**config.mk**
```make
export PLATFORM = sky130hd
export DESIGN_NAME = i2c_master_register_transfer
export DESIGN_NICKNAME = d
export VERILOG_FILES = /design/src/rtl/i2c_mrt_pkg.sv /design/src/rtl/i2c_master_register_transfer.sv
export SDC_FILE = /design/constraint.sdc
export NUM_CORES = 1
export LEC_CHECK = 0
export BUFFER_PORTS_ARGS = -buffer_cell sky130_fd_sc_hd__buf_2
export CAP_MARGIN = 20
export CORE_ASPECT_RATIO = 0.9
export CORE_MARGIN = 3
export CORE_UTILIZATION = 35
export DETAILED_ROUTE_END_ITERATION = 16
export SKIP_CTS_REPAIR_TIMING = 1
export SLEW_MARGIN = 5
export SYNTH_ARGS = -nofsm -noshare
export SYNTH_HDL_FRONTEND = slang
export SYNTH_SLANG_ARGS = --single-unit
```
**constraint.sdc**
```tcl
create_clock -name clk_i -period 7.4 [get_ports clk_i]
set_clock_uncertainty 0.1 [all_clocks]
set_input_delay 0.74 -clock clk_i [delete_from_list [all_inputs] [get_ports clk_i]]
set_output_delay 0.74 -clock clk_i [all_outputs]
set_load 0.03 [all_outputs]
```
**src/rtl/i2c_mrt_pkg.sv**
```systemverilog
`timescale 1ns / 1ps

package i2c_mrt_pkg;

  typedef enum logic [1:0] {
    REQ_TICK       = 2'd0,
    REQ_BEGIN_WR   = 2'd1,
    REQ_BEGIN_RD   = 2'd2,
    REQ_NEXT_BYTE  = 2'd3
  } req_e;

  localparam logic [7:0] ACK_WAIT_RESET = 8'd250;
  localparam int unsigned BYTE_BITS     = 8;
  localparam logic [3:0]  BITS_PER_BYTE = 4'd8;

endpackage

```
**src/rtl/i2c_master_register_transfer.sv**
```systemverilog
// Result: each accepted word's result word is registered on the output register in the next cycle.
// Throughput: one word per cycle; a word is taken while the output register is empty
// or is being emptied in the same cycle.
// Reset: asynchronous, active low; sequencer idle, SCL and SDA released high,
// acknowledge wait limit 250, no result word pending.
`timescale 1ns / 1ps

module i2c_master_register_transfer
  import i2c_mrt_pkg::*;
#(
  parameter int unsigned COUNT_BITS = 16
) (
  input  logic        clk_i,
  input  logic        rst_ni,

  input  logic        cfg_valid_i,
  output logic        cfg_ready_o,
  input  logic [7:0]  cfg_wdata_i,

  input  logic        in_valid_i,
  output logic        in_ready_o,
  input  logic [1:0]  req_type_i,
  input  logic [6:0]  dev_addr_i,
  input  logic [7:0]  reg_addr_i,
  input  logic [15:0] byte_count_i,
  input  logic [7:0]  write_byte_i,
  input  logic        sda_in_i,

  output logic        out_valid_o,
  input  logic        out_ready_i,
  output logic        scl_level_o,
  output logic        sda_release_o,
  output logic [7:0]  read_byte_o,
  output logic        read_valid_o,
  output logic        want_byte_o,
  output logic        busy_res_o,
  output logic        done_res_o,
  output logic        status_o
);

  typedef enum logic [3:0] {
    P_IDLE   = 4'd0,
    P_START  = 4'd1,
    P_AWS    = 4'd2,
    P_AWA    = 4'd3,
    P_RGS    = 4'd4,
    P_RGA    = 4'd5,
    P_RSTART = 4'd6,
    P_ARS    = 4'd7,
    P_ARA    = 4'd8,
    P_WANT   = 4'd9,
    P_DTS    = 4'd10,
    P_DTA    = 4'd11,
    P_READ   = 4'd12,
    P_MACK   = 4'd13,
    P_STOP   = 4'd14,
    P_STOPN  = 4'd15
  } phase_e;

  localparam logic [COUNT_BITS-1:0] CNT_ONE = COUNT_BITS'(1);

  phase_e                  phase_q, phase_d;
  logic [1:0]              sub_q, sub_d;
  logic [3:0]              bit_q, bit_d;
  logic [BYTE_BITS-1:0]    shift_q, shift_d;
  logic [COUNT_BITS-1:0]   left_q, left_d;
  logic [6:0]              addr_q, addr_d;
  logic [7:0]              reg_q, reg_d;
  logic                    rd_q, rd_d;
  logic [7:0]              wait_q, wait_d;
  logic                    scl_q, scl_d;
  logic                    sda_q, sda_d;
  logic [7:0]              limit_q;

  logic                    out_valid_q;
  logic                    rv_d;
  logic [7:0]              rb_d;
  logic                    done_d, st_d;
  logic                    in_fire;

  logic [COUNT_BITS-1:0]   left_dec;
  logic [3:0]              bit_inc;

  assign cfg_ready_o = 1'b1;
  assign in_ready_o  = ~out_valid_q | out_ready_i;
  assign in_fire     = in_valid_i & in_ready_o;
  assign left_dec    = left_q - CNT_ONE;
  assign bit_inc     = bit_q + 4'd1;

  always_comb begin
    phase_d = phase_q;
    sub_d   = sub_q;
    bit_d   = bit_q;
    shift_d = shift_q;
    left_d  = left_q;
    addr_d  = addr_q;
    reg_d   = reg_q;
    rd_d    = rd_q;
    wait_d  = wait_q;
    scl_d   = scl_q;
    sda_d   = sda_q;
    rv_d    = 1'b0;
    rb_d    = '0;
    done_d  = 1'b0;
    st_d    = 1'b0;

    if (req_type_i == REQ_BEGIN_WR || req_type_i == REQ_BEGIN_RD) begin
      if (phase_q == P_IDLE) begin
        addr_d  = dev_addr_i;
        reg_d   = reg_addr_i;
        rd_d    = (req_type_i == REQ_BEGIN_RD);
        left_d  = byte_count_i[COUNT_BITS-1:0];
        if (req_type_i == REQ_BEGIN_RD && byte_count_i[COUNT_BITS-1:0] == '0) begin
          left_d = CNT_ONE;
        end
        phase_d = P_START;
        sub_d   = 2'd0;
        bit_d   = 4'd0;
      end
    end else if (req_type_i == REQ_NEXT_BYTE) begin
      if (phase_q == P_WANT) begin
        shift_d = write_byte_i;
        phase_d = P_DTS;
        sub_d   = 2'd0;
        bit_d   = 4'd0;
      end
    end else begin
      unique case (phase_q)
        P_START, P_RSTART: begin
          case (sub_q)
            2'd0: begin sda_d = 1'b1; sub_d = 2'd1; end
            2'd1: begin scl_d = 1'b1; sub_d = 2'd2; end
            2'd2: begin sda_d = 1'b0; sub_d = 2'd3; end
            default: begin
              scl_d   = 1'b0;
              shift_d = {addr_q, (phase_q == P_RSTART)};
              phase_d = (phase_q == P_RSTART) ? P_ARS : P_AWS;
              sub_d   = 2'd0;
              bit_d   = 4'd0;
            end
          endcase
        end
        P_AWS, P_RGS, P_ARS, P_DTS: begin
          if (sub_q == 2'd0) begin
            scl_d = 1'b0;
            sda_d = shift_q[BYTE_BITS-1];
            sub_d = 2'd1;
          end else if (sub_q == 2'd1) begin
            scl_d = 1'b1;
            sub_d = 2'd2;
          end else begin
            scl_d   = 1'b0;
            shift_d = {shift_q[BYTE_BITS-2:0], 1'b0};
            bit_d   = bit_inc;
            sub_d   = 2'd0;
            if (bit_inc >= BITS_PER_BYTE) begin
              bit_d = 4'd0;
              case (phase_q)
                P_AWS:   phase_d = P_AWA;
                P_RGS:   phase_d = P_RGA;
                P_ARS:   phase_d = P_ARA;
                default: phase_d = P_DTA;
              endcase
            end
          end
        end
        P_AWA, P_RGA, P_ARA, P_DTA: begin
          if (sub_q == 2'd0) begin
            scl_d = 1'b0;
            sda_d = 1'b1;
            sub_d = 2'd1;
          end else if (sub_q == 2'd1) begin
            scl_d  = 1'b1;
            wait_d = 8'd0;
            sub_d  = 2'd2;
          end else if (!sda_in_i) begin
            scl_d = 1'b0;
            sub_d = 2'd0;
            bit_d = 4'd0;
            case (phase_q)
              P_AWA: begin
                shift_d = reg_q;
                phase_d = P_RGS;
              end
              P_RGA: begin
                if (rd_q) begin
                  phase_d = P_RSTART;
                end else begin
                  phase_d = (left_q == '0) ? P_STOP : P_WANT;
                end
              end
              P_ARA: begin
                shift_d = '0;
                phase_d = P_READ;
              end
              default: begin
                left_d  = left_dec;
                phase_d = (left_dec == '0) ? P_STOP : P_WANT;
              end
            endcase
          end else if (wait_q >= limit_q) begin
            phase_d = P_STOPN;
            sub_d   = 2'd0;
            bit_d   = 4'd0;
          end else begin
            wait_d = wait_q + 8'd1;
          end
        end
        P_READ: begin
          if (sub_q == 2'd0) begin
            scl_d = 1'b0;
            sda_d = 1'b1;
            sub_d = 2'd1;
          end else if (sub_q == 2'd1) begin
            scl_d = 1'b1;
            sub_d = 2'd2;
          end else begin
            shift_d = {shift_q[BYTE_BITS-2:0], sda_in_i};
            bit_d   = bit_inc;
            sub_d   = 2'd0;
            if (bit_inc >= BITS_PER_BYTE) begin
              rv_d    = 1'b1;
              rb_d    = {shift_q[BYTE_BITS-2:0], sda_in_i};
              phase_d = P_MACK;
              bit_d   = 4'd0;
            end
          end
        end
        P_MACK: begin
          if (sub_q == 2'd0) begin
            scl_d = 1'b0;
            sda_d = (left_q > CNT_ONE) ? 1'b0 : 1'b1;
            sub_d = 2'd1;
          end else if (sub_q == 2'd1) begin
            scl_d = 1'b1;
            sub_d = 2'd2;
          end else begin
            scl_d   = 1'b0;
            sda_d   = 1'b1;
            left_d  = left_dec;
            shift_d = '0;
            phase_d = (left_dec == '0) ? P_STOP : P_READ;
            sub_d   = 2'd0;
            bit_d   = 4'd0;
          end
        end
        P_STOP, P_STOPN: begin
          if (sub_q == 2'd0) begin
            scl_d = 1'b0;
            sda_d = 1'b0;
            sub_d = 2'd1;
          end else if (sub_q == 2'd1) begin
            scl_d = 1'b1;
            sub_d = 2'd2;
          end else begin
            sda_d   = 1'b1;
            done_d  = 1'b1;
            st_d    = (phase_q == P_STOPN);
            phase_d = P_IDLE;
            sub_d   = 2'd0;
            bit_d   = 4'd0;
          end
        end
        default: begin
        end
      endcase
    end
  end

  always_ff @(posedge clk_i or negedge rst_ni) begin
    if (!rst_ni) begin
      limit_q       <= ACK_WAIT_RESET;
      phase_q       <= P_IDLE;
      sub_q         <= 2'd0;
      bit_q         <= 4'd0;
      shift_q       <= '0;
      left_q        <= '0;
      addr_q        <= '0;
      reg_q         <= '0;
      rd_q          <= 1'b0;
      wait_q        <= '0;
      scl_q         <= 1'b1;
      sda_q         <= 1'b1;
      out_valid_q   <= 1'b0;
      scl_level_o   <= 1'b1;
      sda_release_o <= 1'b1;
      read_byte_o   <= '0;
      read_valid_o  <= 1'b0;
      want_byte_o   <= 1'b0;
      busy_res_o    <= 1'b0;
      done_res_o    <= 1'b0;
      status_o      <= 1'b0;
    end else begin
      if (cfg_valid_i) begin
        limit_q <= cfg_wdata_i;
      end
      if (in_fire) begin
        phase_q       <= phase_d;
        sub_q         <= sub_d;
        bit_q         <= bit_d;
        shift_q       <= shift_d;
        left_q        <= left_d;
        addr_q        <= addr_d;
        reg_q         <= reg_d;
        rd_q          <= rd_d;
        wait_q        <= wait_d;
        scl_q         <= scl_d;
        sda_q         <= sda_d;
        scl_level_o   <= scl_d;
        sda_release_o <= sda_d;
        read_byte_o   <= rb_d;
        read_valid_o  <= rv_d;
        want_byte_o   <= (phase_d == P_WANT);
        busy_res_o    <= (phase_d != P_IDLE);
        done_res_o    <= done_d;
        status_o      <= st_d;
        out_valid_q   <= 1'b1;
      end else if (out_ready_i) begin
        out_valid_q   <= 1'b0;
      end
    end
  end

  assign out_valid_o = out_valid_q;

endmodule

```
# Yosys cells after proc, flatten, opt, wreduce, memory -nomap -nowiden
# Cells that the tools add are included.
op_classes:
  n_addsub: 3
  n_mul: 0
  div_mod_pow: 0
  order_cmp: 3
  eq_ne: 58
  n_shift: 0
  muxes: 123
  bitwise: 6
  reduce_logical: 37
ops:
  columns: ["cell", "n"]
  rows:
  - ["2-to-1 mux 8 bit", 21]
  - ["2-to-1 mux 16 bit", 10]
  - ["2-to-1 mux 4 bit", 34]
  - ["inequality test 3 bit (second input constant)", 17]
  - ["zero test 16 bit", 3]
  - ["case mux 8 bit (5 select lines)", 1]
  - ["== test 4 bit (second input constant)", 9]
  - ["inequality test 4 bit (second input constant)", 9]
  - ["case mux 16 bit (2 select lines)", 1]
  - ["2-to-1 mux 1 bit", 31]
  - ["case mux 4 bit (3 select lines)", 2]
  - ["case mux 4 bit (6 select lines)", 1]
  - ["2-to-1 mux 2 bit", 11]
  - ["AND reduction 7 bit", 3]
  - ["== test 4 x 3 -> 1 bit (second input constant)", 4]
  - ["> comparator 16 x 1 -> 1 bit (second input constant)", 1]
  - ["case mux 4 bit (4 select lines)", 1]
  - ["case mux 8 bit (2 select lines)", 1]
  - ["subtractor 16 x 1 -> 16 bit (second input constant)", 1]
  - ["AND reduction 15 bit", 1]
  - ["OR reduction 5 bit", 3]
  - ["case mux 2 bit (3 select lines)", 2]
  - ["AND reduction 12 bit", 1]
  - ["nonzero test 6 bit", 2]
  - ["other kinds (36)", 60]
totals:
  ff_bits: 82
  latch_bits: 0
  mem_bits_rw: 0
  rom_bits: 0
  input_bits: 55
  output_inout_bits: 18
  wordCells: 249
  mem_count: 0

# Logic depth before layout (Yosys ltp)
# Gate-level depths: netlist (run 1).
logic_depth:
  depth_word: 11
  ltp_mapped: 12

# Worst setup path before layout (run 1)
# OpenSTA, ideal clock, no wires.
synth_timing:
  path_type: "register to register"
  startpoint: "register left_q[0]"
  endpoint: "register busy_res_o"
  arrival_time_ns: 2.951
  setup_slack_ns: 4.223
  path_stages_with_launch: 13
  n_path_buf: 2
  period_less_slack_ns: 3.177
  path_cell_list: "dfrtp_1 clkbuf_1 inv_1 ha_1 buf_6 nor3b_1 or4b_4 nand2_2 nand3_2 nor4b_4 o211ai_2 a21o_1 o32a_1"
synth_between:
  elab_chain_len: 11
  elab_cells_between_ends: 17
synth_rtl:
  columns: ["element", "line_no", "rtl"]
  rows:
  - ["start: declaration", "i2c_master_register_transfer.sv:66", "logic [COUNT_BITS-1:0] left_q, left_d;"]
  - ["start signal: assignment", "i2c_master_register_transfer.sv:302", "left_q <= left_d;"]
  - ["subtractor 16 x 1 -> 16 bit or zero test 16 bit (tied branches)", "i2c_master_register_transfer.sv:87, i2c_master_register_transfer.sv:189", null]
  - ["zero test 16 bit or 2-to-1 mux 3 bit (tied branches)", "i2c_master_register_transfer.sv:198, i2c_master_register_transfer.sv:242, i2c_master_register_transfer.sv:189", null]
  - ["2-to-1 mux 3 bit or 2-to-1 mux 4 bit (tied branches)", "i2c_master_register_transfer.sv:198, i2c_master_register_transfer.sv:186", null]
  - ["case mux 4 bit (3 select lines)", "i2c_master_register_transfer.sv:180", "case (phase_q)"]
  - ["2-to-1 mux 4 bit", "i2c_master_register_transfer.sv:176", "end else if (!sda_in_i) begin"]
  - ["2-to-1 mux 4 bit", "i2c_master_register_transfer.sv:172", "end else if (sub_q == 2'd1) begin"]
  - ["2-to-1 mux 4 bit", "i2c_master_register_transfer.sv:168", "if (sub_q == 2'd0) begin"]
  - ["case mux 4 bit (6 select lines) *", "i2c_master_register_transfer.sv:128", "unique case (phase_q)"]
  - ["2-to-1 mux 4 bit *", "i2c_master_register_transfer.sv:120", "end else if (req_type_i == REQ_NEXT_BYTE) begin"]
  - ["2-to-1 mux 4 bit *", "i2c_master_register_transfer.sv:107", "if (req_type_i == REQ_BEGIN_WR || req_type_i == REQ_BEGIN_RD) begin"]
  - ["nonzero test 4 bit *", "i2c_master_register_transfer.sv:314", "busy_res_o <= (phase_d != P_IDLE);"]
  - ["end signal: assignment", "i2c_master_register_transfer.sv:314", null]
  - ["end: declaration", "i2c_master_register_transfer.sv:36", "output logic busy_res_o,"]
# Mark *: on every way between the ends. The rest lies on a longest branch, timed or not.
# A chain may end at the register's enable or synchronous reset.

# Final worst setup path (run 1)
# Same ends and word-level chain as after synthesis.

==> run metrics, run 1 <==
status=finished, final reports clean; R2R cell count=10; GRT overflow=0; CTS tree=yes; Worst-Skew Late Latency=0.35 ns; Distinct cells, synth=73; Die Width=137 microns; clock-pin slew on the worst setup and hold paths=0.06 ns; minimum clock period=3.59 ns; worst vdd ir=0.000140 V; # H-tree levels=3; clk root buf=clkbuf_16; initial antenna violation count=0; crit path cell chain=inv_1 > ha_1 > nor3b_1 > or4b_4 > nand2_2 > nand3_2 > nor4b_4 > o211ai_2 > a21o_1 > o32a_1; Placed Cells=848; Final Max Tran Viols=0; worst r2r src=left_q[0]; WS Path Type=reg -> reg; Vias/cell=5.75; Fmax achieved=0.278 GHz; Leak=2.71 nW; initial DRC count=377; share of layout cells above drive strength 1=23.1%; area delta synth->final=14.8%; worst-path fanout max=10; largest net degree at the start of global routing=83; Req. time, crit path=7.53 ns; Worst EP arrival=3.72 ns; Routed WL per cell=17.7 microns; final-stage net count=738; MaxCap Viol Count=0; routed wire length=15300 microns; Mapped Avg Cell Area=8.89 sq um; final hold vios=0; Slew @ Worst Pin=0.942 ns; RSZ-0062 raised after global routing=false; clock sink total=82; final setup fails=0; startpoint types=register; gate count of the mapped netlist=612; capturing point of the worst reg2reg path=busy_res_o; register area share after synthesis=37.9%; vias in the first global route=4784; layout filler cell count=1533; asr flop ratio synth=100%; EDFF count, synth=0; Rows=42; I/O Buffers=71; Mapped Area=0.00544 sq mm; worst hold-check path type=in -> async; crit path capture type=register; Core ar.=0.0150 sq mm; total CTS buffers=9; Non-Filler Instances=865; top cell type's share of synthesized area=34.0%; Initial DRT Pass Iterations=5; Remaining DRCs=0; detailed-route via count=4974; diode count=0; Routability Congestion=0.945; CTS Buffer Depth=2; synth warn=0; R2R Setup Slk=3.81 ns; CP peak stage delay=0.66 ns; Die Y=124 microns; setup TNS=0 ns; Final Cycle Share=48.5%; All-Layer GR Usage=18.1%; FF+latch count, synth=82; top-level I/O count=73; Post-DP HPWL=10900 microns; global-route wire length before repair=25100 microns; P per Cell Area=317 mW/mm^2; Die Area=0.0171 sq mm; top area cells in the synthesized netlist=dfrtp_1 34%, mux2_2 5.8%, ha_1 4.8%; cell accounting for the most synthesized area=dfrtp_1; worst-path cell with the longest stage delay=nor3b_1; Main synth FF type=dfrtp_1; Syn Nets=688; Rel. slew slack=37.2%; initial core utilization=36.3%; Post-DRT Antenna Nets=0
## metal layers
| layer | routed length (microns) | global-route usage (%) | vias up | part of all wire (%) |
|---|---|---|---|---|
| li1 | - | - | 2360 | - |
| met1 | 6760 | 25.5 | 2393 | 44 |
| met2 | 7310 | 28.0 | 198 | 48 |
| met3 | 982 | 3.35 | 23 | 6.4 |
| met4 | 258 | 5.40 | 0 | 1.7 |
| met5 | 0 | 0 | - | 0 |
## final cells by class
class	count	area, sq um	area share (%)
Clock buffer	9	225	3.61
Clock inverter	7	101	1.62
Inverter	21	78.8	1.26
Multi-Input combinational cell	469	3090	49.5
Sequential cell	82	2060	33.0
Tap cell	198	248	3.97
Timing Repair Buffer	79	438	7.01
## cell families (layout without fill, tap and decap cells)
kind of cell	count (synthesis)	after routing	share of synthesized area, %
flip-flops	82	82	37.9
other	1	1	0.0689
adder cells (fa/ha/maj)	21	21	4.83
multiplexers	30	30	6.16
buffers and inverters	61	116	5.29
AO/OA/AOI/OAI	196	196	23.3
XOR/XNOR	11	11	1.77
AND/OR/NAND/NOR	210	210	20.7
## worst max-delay path: cells and delay by family (launching register included)
kind,cells,cell delay (ns)
DFF,1,0.47
and+or+nand+nor,5,1.71
AOI/OAI and AO/OA,3,0.68
adders and majority gates,1,0.36
buffers and inverters,1,0.14
## power breakdown
group / switching, W / internal (W) / leakage [nW] / total (W)
Clock: 0.000195 / 0.000298 / 0.153 / 0.000494
Sequential: 0.0000818 / 0.000544 / 1.03 / 0.000625
Combinational: 0.000555 / 0.000304 / 1.53 / 0.000859
Total: 0.000832 / 0.00115 / 2.71 / 0.00198
## cells in the mapped netlist (all sizes together), types with 6 or more instances
master / instances
nand3: 18
a22o: 15
o22ai: 9
a311oi: 6
o21a: 6
nand2b: 13
dfstp: 8
nor2: 36
clkbuf: 27
a21oi: 50
or3: 7
buf: 13
dfrtp: 74
mux2: 28
a31oi: 8
inv: 20
nand2: 56
ha: 21
or2: 7
nor4: 11
o21ai: 51
xor2: 6
nor3: 24
a22oi: 8
a211oi: 8
## registers in the layout, indices dropped and copies added, names as in the netlist
signal,count
sda_q,1
left_q,16
read_valid_o,1
shift_q,8
read_byte_o,8
status_o,1
phase_q,4
want_byte_o,1
scl_q,1
rd_q,1
out_valid_o,1
busy_res_o,1
limit_q,8
sub_q,2
done_res_o,1
addr_q,7
reg_q,8
bit_q,4
wait_q,8
## cell usage in the layout (no fill, tap or decap), drive strengths merged, types with 5 or more instances in the layout
| master | n |
|---|---|
| a31oi | 8 |
| nand2 | 56 |
| o211ai | 5 |
| a22o | 15 |
| nor3 | 24 |
| nand3 | 18 |
| o21ai | 51 |
| or3 | 7 |
| ha | 21 |
| nor4 | 11 |
| a21oi | 50 |
| dfrtp | 74 |
| a211oi | 8 |
| buf | 79 |
| o21a | 6 |
| mux2 | 28 |
| a22oi | 8 |
| nor2 | 36 |
| or2 | 7 |
| nand2b | 13 |
| xnor2 | 5 |
| xor2 | 6 |
| dfstp | 8 |
| o22ai | 9 |
| clkbuf | 9 |
| a21o | 5 |
| a311oi | 6 |
| nand4 | 5 |
| inv | 22 |
## metrics by stage
stage	setup slack (ns)	util (%)	cell area (sq um)	power, W	hold WS (ns)
floorplan	4.22	-	5440	0.00124	0.344
global placement	3.99	39.3	5890	0.00146	0.362
detailed placement	3.87	39.3	5890	0.00147	0.360
CTS	3.84	41.5	6220	0.00197	0.383
global route	3.60	41.7	6240	0.00211	0.216
finish	3.81	41.7	6240	0.00198	0.198
## worst max path at each step
stage,startpoint,to,slack (ns),cells past startpoint
5_1_grt,left_q[1],busy_res_o,3.60,10
3_3_place_gp,left_q[0],busy_res_o,3.99,10
2_1_floorplan,left_q[0],busy_res_o,4.22,12
6_report,left_q[0],busy_res_o,3.81,10
3_5_place_dp,left_q[1],busy_res_o,3.87,10
4_1_cts,left_q[1],busy_res_o,3.84,10
No activity file was read; power rests on OpenSTA's default activity.
==> run 2, diff against run 1 <==
==> constraint.sdc (replaced) <==
create_clock -name clk_i -period 3.5 [get_ports clk_i]
set_clock_uncertainty 0.1 [all_clocks]
set_input_delay 0.35 -clock clk_i [delete_from_list [all_inputs] [get_ports clk_i]]
set_output_delay 0.35 -clock clk_i [all_outputs]
set_load 0.03 [all_outputs]
==> run 2 against run 1 <==
Against the previous run:
- the run now ends with negative hold slack left
- core utilization increased by 0.72 points
- die area did not move
- global-route usage rose by 1.2 points
- first-iteration DRC count is 3.7% lower
- flip-flop and latch count is the same
- wire length rose by 5.3%
- critical path depth decreased by 1
- critical endpoint unchanged
- largest cell class unchanged
==> run metrics, run 2 (synthesis results as in run 1) <==
status=finished, violations left; failing checks=negative hold slack; worst-path cell with the longest stage delay=a311oi_1; diode count=0 (unchanged); worst vdd ir=0.000292 V (+110%); Rows=42 (unchanged); Die Area=0.0171 sq mm (unchanged); CTS Buffer Depth=2 (unchanged); RSZ-0062 raised after global routing=false; R2R cell count=9 (-1); final-stage net count=759 (+2.8%); largest net degree at the start of global routing=72 (-13%); Core ar.=0.0150 sq mm (unchanged); GRT overflow=0 (unchanged); Worst EP arrival=3.35 ns (-0.37 ns); Leak=2.79 nW (+3.0%); WS Path Type=reg -> reg; setup TNS=0 ns (unchanged); Routability Congestion=0.970 (+2.7%); MaxCap Viol Count=0 (unchanged); clock sink total=82 (unchanged); Remaining DRCs=0 (unchanged); Pwr Total=0.00424 W (+110%); commonest non-fill, non-tap cell in the layout=dfrtp_1; total CTS buffers=9 (unchanged); Post-DRT Antenna Nets=0 (unchanged); most frequent CP cell=nor2_1; initial antenna violation count=0 (unchanged); worst hold-check path type=in -> async; worst r2r src=phase_q[2]; most frequent cells in the layout=74 x dfrtp_1, 70 x buf_2, 55 x nand2_1, 50 x o21ai_0, 50 x a21oi_1; Die Width=137 microns (unchanged); Routed WL per cell=18.2 microns (+2.8%); crit path cell chain=nor4bb_1 > buf_4 > a311oi_1 > nor2_1 > a31oi_1 > a221oi_1 > nor2_1 > o211ai_1 > o32a_1; Rel. slew slack=35.1% (-2.1 points); Die Y=124 microns (unchanged); max reg flops=16 (unchanged); hold_ws=-0.00978 ns (-0.208 ns); CP peak stage delay=0.68 ns (+0.02 ns); # H-tree levels=3 (unchanged); initial core utilization=36.3% (unchanged); Slew @ Worst Pin=0.974 ns (+0.0319 ns); minimum clock period=3.21 ns (-0.381 ns); Post-DP HPWL=11900 microns (+9.6%); Fmax achieved=0.311 GHz (+12%); startpoint types=register; I/O Buffers=71 (unchanged); clock-pin slew on the worst setup and hold paths=0.07 ns (about the same); top-level I/O count=73 (unchanged); CTS tree=yes; P per Cell Area=667 mW/mm^2 (+110%); Final Max Tran Viols=0 (unchanged); capturing point of the worst reg2reg path=busy_res_o; routed wire length=16100 microns (+5.3%); Vias/cell=5.71 (-0.70%); crit path capture type=register; R2R Setup Slk=0.29 ns (-3.52 ns); final hold vios=5 (+5); clk root buf=clkbuf_16; global-route wire length before repair=26200 microns (+4.6%); Req. time, crit path=3.64 ns (-3.89 ns); detailed-route via count=5059 (+1.7%); Worst-Skew Late Latency=0.35 ns (about the same); All-Layer GR Usage=19.2% (+1.2 points); share of layout cells above drive strength 1=25.4% (+2.3 points); area delta synth->final=16.7%; worst-path fanout max=11 (+1); Final Cycle Share=91.7% (+43 points); initial DRC count=363 (-3.7%); Top reg by flops=left_q; vias in the first global route=5036 (+5.3%); Initial DRT Pass Iterations=5 (unchanged); final setup fails=0 (unchanged)
==> run 2: changes by cell type in the layout (fill, tap and decap cells not counted) <==
cell and delta:
buf_4 +22, bufinv_16 -2, inv_8 +2, buf_16 -1
clkinv_4 -1, clkinv_8 +1
==> run 2: layout make-up <==
type | instances | area [sq um]
clock buffer | 9 | 225
inverter | 21 | 78.8
fill | 1489 | 8630
tap | 198 | 248
timing repair buffer | 100 | 576
clock inverter | 7 | 71.3
sequential | 82 | 2060
multi-input combinational | 469 | 3090
==> run 2: critical path: cells and delay by family (launching register included) <==
kind	cells	cell delay [ns]
AND/OR/NAND/NOR	3	0.59
flip-flops	1	0.53
buffers and inverters	1	0.17
AO/OA/AOI/OAI	5	1.70
==> run 2: per-layer routing <==
layer	global-route usage [%]	vias to the layer above	wire length, microns
li1	-	2403	-
met1	25.5	2435	7110
met2	30.2	184	7510
met3	5.17	37	1080
met4	6.51	0	431
met5	0	-	0
==> run 2: where the power goes <==
| group | internal [W] | total [W] | switching, W | leakage [nW] |
|---|---|---|---|---|
| sequential | 0.00115 | 0.00138 | 0.000230 | 1.03 |
| combinational | 0.000724 | 0.00190 | 0.00118 | 1.63 |
| clock | 0.000502 | 0.000958 | 0.000456 | 0.139 |
==> run 2: how the worst max path moves through the flow <==
stage	depth (start not counted)	startpoint	to
2_1_floorplan	12	left_q[0]	busy_res_o
3_3_place_gp	9	phase_q[2]	busy_res_o
3_5_place_dp	9	phase_q[2]	want_byte_o
4_1_cts	9	phase_q[2]	busy_res_o
5_1_grt	11	sub_q[0]	bit_q[2]
6_report	9	phase_q[2]	busy_res_o
==> run 2: per-stage QoR <==
| step | setup slack (ns) | util (%) | instance area [sq um] | std cells |
|---|---|---|---|---|
| finish | 0.289 | 42.4 | 6350 | 886 |
| global route | 0.00237 | 42.4 | 6350 | 886 |
| CTS | 0.327 | 42.4 | 6350 | 886 |
| detailed placement | 0.366 | 40.4 | 6050 | 870 |
| global placement | 0.381 | 40.4 | 6050 | 870 |
| floorplan | 0.323 | - | 5440 | 612 |
